===== config.mk =====
export PLATFORM = sky130hd
export DESIGN_NAME = platform_interrupt_controller_core
export DESIGN_NICKNAME = d
export VERILOG_FILES = /design/src/hw/rtl/plic_pkg.sv /design/src/hw/rtl/platform_interrupt_controller_core.sv
export SDC_FILE = /design/constraint.sdc
export NUM_CORES = 1
export LEC_CHECK = 0
export BUFFER_PORTS_ARGS = -buffer_cell sky130_fd_sc_hd__buf_2
export CORE_ASPECT_RATIO = 1.5
export CORE_MARGIN = 8
export CORE_UTILIZATION = 25
export CTS_CLUSTER_DIAMETER = 30
export CTS_CLUSTER_SIZE = 10
export DETAILED_ROUTE_END_ITERATION = 10
export PLACE_DENSITY = 0.41
export SYNTH_ARGS = -nofsm -noshare
export SYNTH_HDL_FRONTEND = slang
export SYNTH_SLANG_ARGS = --single-unit

===== constraint.sdc =====
create_clock -name clk -period 19.44 [get_ports clk]
set_input_delay 1.944 -clock clk [delete_from_list [all_inputs] [get_ports clk]]
set_output_delay 1.944 -clock clk [all_outputs]
set_load 0.03 [all_outputs]

===== src/hw/rtl/plic_pkg.sv =====
`timescale 1ns / 1ps

package plic_pkg;

  // Number of interrupt sources, numbered 1..Sources; source 0 does not exist.
  localparam int Sources = 31;

  // Bits needed to hold a source id, and the leaf count of the claim tree.
  localparam int IdW    = $clog2(Sources + 1);
  localparam int Leaves = 2 ** IdW;

  localparam int PrioW = 3;

  // Operation codes.
  localparam logic [1:0] OpRead   = 2'd0;
  localparam logic [1:0] OpWrite  = 2'd1;
  localparam logic [1:0] OpUpdate = 2'd2;

  // Address map (byte offsets).
  localparam logic [21:0] PrioLimit     = 22'h001000;
  localparam logic [21:0] PendingAddr   = 22'h001000;
  localparam logic [21:0] EnableAddr    = 22'h002000;
  localparam logic [21:0] ThresholdAddr = 22'h200000;
  localparam logic [21:0] ClaimAddr     = 22'h200004;

  // One node of the claim selection tree.
  typedef struct packed {
    logic             vld;
    logic [PrioW-1:0] pri;
    logic [IdW-1:0]   id;
  } node_t;

endpackage


===== src/hw/rtl/platform_interrupt_controller_core.sv =====
`timescale 1ns / 1ps

// Channel  Handshake             Payload
// -------  --------------------  --------------------------------------------------
// input    in_valid / in_stall   operation, address, write_data, source_levels
// output   out_valid / out_stall read_data, irq_request
//
// Every accepted item gives exactly one result item: it is held in the input
// register, where it is decoded, applied to the register file and the claim is
// resolved, then in the output register. A new item can be accepted in every
// cycle in which in_stall is low. Reset (rst, synchronous) clears all controller
// state and empties both pipeline registers. When out_stall holds a result, the
// input register keeps its item and in_stall rises only once it cannot move on.

module platform_interrupt_controller_core (
  input  logic        clk,
  input  logic        rst,
  input  logic        in_valid,
  output logic        in_stall,
  input  logic [1:0]  operation,
  input  logic [21:0] address,
  input  logic [31:0] write_data,
  input  logic [31:0] source_levels,
  output logic        out_valid,
  input  logic        out_stall,
  output logic [31:0] read_data,
  output logic        irq_request
);

  // Input register.
  logic        s1_valid;
  logic [1:0]  s1_op;
  logic [21:0] s1_addr;
  logic [31:0] s1_wdata;
  logic [31:0] s1_levels;

  // Controller state; bit vectors are indexed by source id.
  logic [plic_pkg::PrioW-1:0] prio [1:plic_pkg::Sources];
  logic [plic_pkg::Sources:1] enable;
  logic [plic_pkg::Sources:1] pending;
  logic [plic_pkg::PrioW-1:0] threshold;
  logic [plic_pkg::Sources:1] last_levels;

  logic [plic_pkg::PrioW-1:0] prio_next [1:plic_pkg::Sources];
  logic [plic_pkg::Sources:1] enable_next;
  logic [plic_pkg::Sources:1] pending_next;
  logic [plic_pkg::PrioW-1:0] threshold_next;
  logic [plic_pkg::Sources:1] last_levels_next;

  logic        advance;
  logic        in_accept;
  logic [31:0] rd_next;
  logic        irq_next;

  // Address decode of the item held in the input register.
  logic                     is_prio;
  logic [9:0]               src;
  logic                     src_ok;
  logic [4:0]               cid;
  logic                     cid_ok;
  logic [plic_pkg::IdW-1:0] winner;

  plic_pkg::node_t tree [plic_pkg::IdW+1][plic_pkg::Leaves];

  // The item in the input register moves on whenever the output register is
  // free or is being emptied in this cycle.
  assign advance   = s1_valid && (!out_valid || !out_stall);
  assign in_stall  = s1_valid && !advance;
  assign in_accept = in_valid && !in_stall;

  assign is_prio = s1_addr < plic_pkg::PrioLimit;
  assign src     = s1_addr[11:2];
  assign src_ok  = (src != 10'd0) && (src <= 10'(plic_pkg::Sources));
  assign cid     = s1_wdata[4:0];
  assign cid_ok  = (cid != 5'd0) && (cid <= 5'(plic_pkg::Sources));

  // Claim selection on the current state. Leaves are ordered by id, so when
  // two candidates share a priority the right-hand (higher id) one is kept.
  always_comb begin
    tree = '{default: '0};
    for (int i = 1; i <= plic_pkg::Sources; i++) begin
      tree[0][i].vld = enable[i] && pending[i] && (prio[i] > threshold);
      tree[0][i].pri = prio[i];
      tree[0][i].id  = plic_pkg::IdW'(i);
    end
    for (int l = 1; l <= plic_pkg::IdW; l++) begin
      for (int j = 0; j < (plic_pkg::Leaves >> l); j++) begin
        if (tree[l-1][2*j+1].vld &&
            (!tree[l-1][2*j].vld || tree[l-1][2*j+1].pri >= tree[l-1][2*j].pri)) begin
          tree[l][j] = tree[l-1][2*j+1];
        end else begin
          tree[l][j] = tree[l-1][2*j];
        end
      end
    end
    winner = tree[plic_pkg::IdW][0].vld ? tree[plic_pkg::IdW][0].id : '0;
  end

  // Bus access or level update: read data and the state after this item.
  always_comb begin
    prio_next        = prio;
    enable_next      = enable;
    pending_next     = pending;
    threshold_next   = threshold;
    last_levels_next = last_levels;
    rd_next          = '0;

    case (s1_op)
      plic_pkg::OpRead: begin
        if (is_prio) begin
          if (src_ok) begin
            rd_next = 32'(prio[src[plic_pkg::IdW-1:0]]);
          end
        end else if (s1_addr == plic_pkg::PendingAddr) begin
          rd_next = 32'({pending, 1'b0});
        end else if (s1_addr == plic_pkg::EnableAddr) begin
          rd_next = 32'({enable, 1'b0});
        end else if (s1_addr == plic_pkg::ThresholdAddr) begin
          rd_next = 32'(threshold);
        end else if (s1_addr == plic_pkg::ClaimAddr) begin
          // A claim read leaves the pending bits alone.
          rd_next = 32'(winner);
        end
      end
      plic_pkg::OpWrite: begin
        if (is_prio) begin
          if (src_ok) begin
            prio_next[src[plic_pkg::IdW-1:0]] = s1_wdata[plic_pkg::PrioW-1:0];
          end
        end else if (s1_addr == plic_pkg::EnableAddr) begin
          enable_next = s1_wdata[plic_pkg::Sources:1];
        end else if (s1_addr == plic_pkg::ThresholdAddr) begin
          threshold_next = s1_wdata[plic_pkg::PrioW-1:0];
        end else if (s1_addr == plic_pkg::ClaimAddr) begin
          // Completion reloads the pending bit from the stored source level.
          if (cid_ok) begin
            pending_next[cid[plic_pkg::IdW-1:0]] = last_levels[cid[plic_pkg::IdW-1:0]];
          end
        end
      end
      plic_pkg::OpUpdate: begin
        // Levels only ever set pending bits.
        last_levels_next = s1_levels[plic_pkg::Sources:1];
        pending_next     = pending | s1_levels[plic_pkg::Sources:1];
      end
      default: begin
      end
    endcase
  end

  // An interrupt is requested when any source would win a claim after this item.
  always_comb begin
    irq_next = 1'b0;
    for (int i = 1; i <= plic_pkg::Sources; i++) begin
      if (enable_next[i] && pending_next[i] && (prio_next[i] > threshold_next)) begin
        irq_next = 1'b1;
      end
    end
  end

  always_ff @(posedge clk) begin
    if (rst) begin
      s1_valid <= 1'b0;
    end else if (in_accept) begin
      s1_valid <= 1'b1;
    end else if (advance) begin
      s1_valid <= 1'b0;
    end
  end

  always_ff @(posedge clk) begin
    if (in_accept) begin
      s1_op     <= operation;
      s1_addr   <= address;
      s1_wdata  <= write_data;
      s1_levels <= source_levels;
    end
  end

  always_ff @(posedge clk) begin
    if (rst) begin
      for (int i = 1; i <= plic_pkg::Sources; i++) begin
        prio[i] <= '0;
      end
      enable      <= '0;
      pending     <= '0;
      threshold   <= '0;
      last_levels <= '0;
    end else if (advance) begin
      prio        <= prio_next;
      enable      <= enable_next;
      pending     <= pending_next;
      threshold   <= threshold_next;
      last_levels <= last_levels_next;
    end
  end

  always_ff @(posedge clk) begin
    if (rst) begin
      out_valid <= 1'b0;
    end else if (advance) begin
      out_valid <= 1'b1;
    end else if (!out_stall) begin
      out_valid <= 1'b0;
    end
  end

  always_ff @(posedge clk) begin
    if (advance) begin
      read_data   <= rd_next;
      irq_request <= irq_next;
    end
  end

endmodule

# Word level (Yosys, flattened, before mapping)
# Cells that the tools add are included.
[totals]
reg_bits = 312
elab_cells = 453
[op_classes]
magnitude_cmp = 99
n_eq_ne = 7
muxes = 70
bitwise_logic = 2
reduce_logical = 232
[op_table]
columns = ["operator", "n"]
rows = [
  ["$mux 9", 31],
  ["$mux 93", 3],
  ["$mux 31", 8],
  ["$gt 3x3->1", 62],
  ["$logic_and 1x1->1", 161],
  ["$mux 32", 3],
  ["$bwmux 93", 1],
  ["$ge 3x3->1", 30],
  ["$pmux 31 s2", 1],
  ["$eq 22x22->1 const B", 2],
  ["$logic_not 1->1", 34],
  ["$bwmux 31", 1],
  ["$logic_or 1x1->1", 31],
  ["$or 31x31->31", 1],
  ["$reduce_or 30->1", 1],
  ["$mux 3", 8],
  ["$eq 22x13->1 const B", 1],
  ["$eq 22x14->1 const B", 1],
  ["$lt 22x13->1 const B", 1],
  ["$bmux 3 s5", 1],
  ["$demux 3 s5", 1],
  ["$mux 5", 3],
  ["$le 10x5->1 const B", 1],
  ["$reduce_bool 10->1", 1],
  ["16 further kinds", 22],
]

# Logic depth before layout (Yosys ltp)
[depth]
ltp_word = 28
ltp_mapped = 39
depth_no_buf = 39

# Worst setup path after synthesis
# No wires, ideal clock.
[synth_path]
kind = "reg2reg"
start = "reg threshold[1] (netlist name)"
end = "reg read_data[3], data pin"
setup_time_ns = 0.266
arrival_ns = 7.674
required_ns = 19.174
setup_slack_ns = 11.500
stages_incl_launch_ff = 38
path_buffers = 0
period_less_slack_ns = 7.940
cell_sequence = "dfxtp_1 > inv_1 > ha_1 > nor2b_1 > o21a_1 > o21ai_0 > o21bai_1 > a21oi_1 > inv_1 > ha_1 > nand2b_1 > a21o_1 > a21oi_1 > a21oi_1 > mux2i_1 > inv_1 > ha_1 > nand2b_1 > (+2 left out) > inv_1 > a21boi_1 > mux2_2 > ha_1 > nand2b_1 > a21o_1 > a21o_1 > o21bai_1 > and2_1 > o21a_1 > ha_1 > nand2b_1 > a21oi_1 > nor2b_1 > o32ai_1 > mux2i_1 > a222oi_1 > nor2_1"
[synth_between]
elab_chain_cells = 28
elab_cells_between_ends = 204
cone_classes = "order compare: 46; mux: 37; reduce/logical: 121"
[synth_lines]
columns = ["element", "line", "text"]
rows = [
  ["from (decl)", "platform_interrupt_controller_core.sv:41", "logic [plic_pkg::PrioW-1:0] threshold;"],
  ["from (signal assigned)", "platform_interrupt_controller_core.sv:193", "threshold <= threshold_next;"],
  ["$gt 3x3->1", "platform_interrupt_controller_core.sv:82", "tree[0][i].vld = enable[i] && pending[i] && (prio[i] > threshold);"],
  ["$logic_and 1x1->1", "platform_interrupt_controller_core.sv:82", ""],
  ["$logic_not 1->1", "platform_interrupt_controller_core.sv:89", "(!tree[l-1][2*j].vld || tree[l-1][2*j+1].pri >= tree[l-1][2*j].pri)) begin"],
  ["$logic_or 1x1->1", "platform_interrupt_controller_core.sv:89", ""],
  ["$logic_and 1x1->1", "platform_interrupt_controller_core.sv:88", "if (tree[l-1][2*j+1].vld &&"],
  ["$mux 9", "platform_interrupt_controller_core.sv:88", ""],
  ["$ge 3x3->1 / $logic_not 1->1 (equally long branches)", "platform_interrupt_controller_core.sv:89", ""],
  ["$logic_or 1x1->1", "platform_interrupt_controller_core.sv:89", ""],
  ["(+12 left out)", "--", ""],
  ["$logic_and 1x1->1", "platform_interrupt_controller_core.sv:88", ""],
  ["$mux 9 (*)", "platform_interrupt_controller_core.sv:88", ""],
  ["$mux 5 (*)", "platform_interrupt_controller_core.sv:96", "winner = tree[plic_pkg::IdW][0].vld ? tree[plic_pkg::IdW][0].id : '0;"],
  ["$mux 5 (*)", "platform_interrupt_controller_core.sv:120", "end else if (s1_addr == plic_pkg::ClaimAddr) begin"],
  ["$mux 5 (*)", "platform_interrupt_controller_core.sv:118", "end else if (s1_addr == plic_pkg::ThresholdAddr) begin"],
  ["$mux 32 (*)", "platform_interrupt_controller_core.sv:116", "end else if (s1_addr == plic_pkg::EnableAddr) begin"],
  ["$mux 32 (*)", "platform_interrupt_controller_core.sv:114", "end else if (s1_addr == plic_pkg::PendingAddr) begin"],
  ["$mux 32 (*)", "platform_interrupt_controller_core.sv:110", "if (is_prio) begin"],
  ["to (signal assigned)", "platform_interrupt_controller_core.sv:210", "read_data <= rd_next;"],
  ["to (decl)", "platform_interrupt_controller_core.sv:26", "output logic [31:0] read_data,"],
]
# Mark *: on every way between the ends. The rest lies on a longest branch, timed or not.
# A chain may end at the register's enable or synchronous reset.

# Worst setup path in the final report
[layout_path]
start = "reg threshold[0] (netlist name)"
end = "reg read_data[2], data pin"
# Same word-level chain as after synthesis.

==> results_dict.tcl <==
set metrics [dict create \
    cp-start-kind "register" \
    cts_tree "built" \
    maxCapViolCount 0 \
    grt_util_met3_pct 2.51 \
    vias 21000 \
    slew_violations 0 \
    clock_path_buffers 3 \
    drc 0 \
    multiInputGateArea_um2 15000 \
    grtUsageTotal_pct 18.8 \
    fillers 9980 \
    cts_max_level 3 \
    hp-start "last_levels[1]$_SDFFE_PP0P_" \
    hold_depth 2 \
    place_hpwl_um 72500 \
    vias_per_cell 5.21 \
    core.rowCount 138 \
    grt_max_degree 89 \
    leakage_uw 0.0107 \
    cp_num_buf_inv 4 \
    clk_pin_slew_ps 50 \
    worstMarginPinSlew_ps 1070 \
    first_global_vias 21400 \
    path_class "register to register" \
    synth_cell_types 91 \
    cp.arrival_ps 10000 \
    fmax_ghz 0.103 \
    grt-ovfl-total 0 \
    ctsHoldBuffers 0 \
    core_area_um2 93900 \
    seqCellArea_um2 7430 \
    start_util_pct 25.1 \
    required_ps 19780 \
    wirelength_um 99900 \
    ys_seq_area_share_pct 31.5 \
    rsz0062_at_grt "no" \
    syn-cell-area_um2 23600 \
    synth.largest_area_cell "dfxtp_1" \
    fin_setup_tns_ps 0 \
    max_stage_delay_ps 780 \
    postSynthCellCount 2585 \
    wl_per_cell_um 24.8 \
    portBuffers 125 \
    antenna_found_initial 2 \
    grt_pass1_wl_um 146000 \
    area_growth_pct 19.0 \
    cts_buffers 71 \
    antenna_left 0 \
    use_met2_pct 33.5 \
    n_antenna_cell 0 \
    avgSynthCellArea_um2 9.11 \
    die_area_um2 105000 \
    period_minus_slack_ps 9670 \
    post_cts_buffers 0 \
    clock_skew_ps 22.7 \
    hold_class "register to register" \
    async_flop_share_pct 0 \
    path_depth 35 \
    reg2reg_to "read_data[2]$_SDFFCE_PP0P_" \
    crit_slowest_cell "dfxtp_1" \
    chipWidth_um 267 \
    top_usage_layer "met2" \
    ys_top_cells_by_area "dfxtp_1 16%, edfxtp_1 15%, ha_1 15%" \
    worst_r2r_path_depth 35 \
    min_to "last_levels[1]$_SDFFE_PP0P_" \
    drt-initial-drc-count 1437 \
    cts-root-buf "clkbuf_16" \
    run_status "finished clean" \
    final-hold-violation-count 0 \
    ys_ff_latch 311 \
    dr.pass1.iters 5 \
    cts.sinks 311 \
    ioPinCount 127 \
    nets 3074 \
    dieHeight_um 392 \
    ys.flop_type "dfxtp_1" \
    p_total_uw 2110 \
    cts_resized 0 \
    rrSetupSlack_ps 9770 \
    cp-end-kind "register" \
    ir_worst_vdd_uv 63.7 \
    synth_nets 2956 \
    crit_top_cell "a21oi_1" \
    timing.rr.start "threshold[0]$_SDFFE_PP0P_" \
    grt_util_met1_pct 21.8 \
    globalplace.congestion 0.874 \
    synth_edf_count 120 \
    clock_latency_ps 650 \
    power.density_nw_per_um2 75.3 \
    crit_fanout 24 \
    finalSetupViolCount 0 \
    synth_top_area_share_pct 16.2 \
    post-route-period-util_pct 49.7 \
    maxSlewHeadroom_pct 27.9 \
    yosysWarnings 0 \
    drive_gt1_share_pct 16.0 \
    crit_family "compound AO/OA/AOI/OAI gates" \
]
[cell type report]
type                       count  area share [%]
multi-input combinational   1991            53.7
sequential                   311            26.5
clock buffer                  81            6.51
tap                         1260            5.62
timing repair buffer         176            3.75
inverter                     152            2.04
clock inverter                50            1.89
[tightest hold or removal path: stages, from the launching register on]
cell     delay [ps]
dfxtp_1         300
nand2_1          50
a21oi_1          50
[placed cells by master, fill, tap and decap left out, types with 11 or more instances in the layout]
cell	n
o21a_1	14
nand2b_1	38
a311oi_1	15
ha_1	279
a21oi_1	195
mux2_2	60
o211a_1	17
inv_1	150
a31oi_1	43
edfxtp_1	120
nand3_1	58
and2_1	12
nor2b_1	42
a21o_1	69
nand4_1	16
mux2i_1	234
nor2_1	240
o31ai_1	11
o211ai_1	17
and3_1	19
a22oi_1	31
nand2_1	248
clkbuf_16	71
nor3_2	29
mux4_2	24
nor3_1	29
a211oi_1	16
o21ai_0	49
dfxtp_1	191
buf_2	124
buf_4	48
[through the flow]
step / hold WS [ps] / worst slack (ps) / std cells / util [%] / cell area (um^2)
after CTS: 451 / 9840 / 4021 / 29.8 / 28000
after detailed placement: 444 / 9930 / 3890 / 27.3 / 25700
after global routing: 465 / 9150 / 4021 / 29.8 / 28000
after floorplan: 432 / 11500 / 2585 / - / 23600
after global placement: 437 / 9940 / 3890 / 27.3 / 25700
final: 450 / 9770 / 4021 / 29.8 / 28000
[state kept, by name (all words and copies together), names as in the netlist]
signal and flops:
enable 31, irq_request 1, last_levels 31, out_valid 1, pending 31, prio 93, read_data 32, s1_addr 22
s1_levels 31, s1_op 2, s1_valid 1, s1_wdata 32, threshold 3
[synthesized netlist by cell type (all sizes together), types with 18 or more instances]
| cell | n |
|---|---|
| nor2b | 43 |
| nand2b | 38 |
| o21ai | 51 |
| nand2 | 251 |
| clkbuf | 99 |
| nor2 | 242 |
| buf | 32 |
| edfxtp | 120 |
| nor3 | 58 |
| dfxtp | 191 |
| mux2i | 237 |
| a21o | 69 |
| inv | 151 |
| mux2 | 71 |
| and3 | 19 |
| ha | 279 |
| a22oi | 31 |
| nand3 | 60 |
| a21oi | 195 |
| mux4 | 24 |
| a31oi | 43 |
| o211a | 18 |
[logic make-up (layout without fill, tap and decap cells)]
family | Yosys count | in the layout | share of synthesized area (%)
AOI/OAI and AO/OA | 583 | 583 | 16.6
and+or+nand+nor | 797 | 797 | 16.5
buffers and inverters | 283 | 459 | 4.77
muxes | 332 | 332 | 15.8
adders and majority gates | 279 | 279 | 14.8
DFF | 311 | 311 | 31.5
[per-layer routing]
metal / wire length (um) / part of all wire (%)
met5: 0 / 0
met4: 4870 / 4.9
met3: 4320 / 4.3
met2: 50000 / 50
met1: 40600 / 41
[power breakdown]
part / switching, uW / internal, uW
combinational: 135 / 63.5
clock: 429 / 765
sequential: 18.7 / 698
total: 583 / 1530
[worst max-delay path by stage]
stage | end | start
floorplan | read_data[3]$_SDFFCE_PN0P_ | threshold[1]$_SDFFE_PP0P_
global route | read_data[2]$_SDFFCE_PP0P_ | threshold[0]$_SDFFE_PP0P_
finish | read_data[2]$_SDFFCE_PP0P_ | threshold[0]$_SDFFE_PP0P_
global placement | read_data[2]$_SDFFCE_PP0P_ | threshold[0]$_SDFFE_PP0P_
CTS | read_data[2]$_SDFFCE_PP0P_ | threshold[0]$_SDFFE_PP0P_
detailed placement | read_data[2]$_SDFFCE_PP0P_ | threshold[2]$_SDFFE_PP0P_
Note: power is estimated with default switching activity, not from simulation.
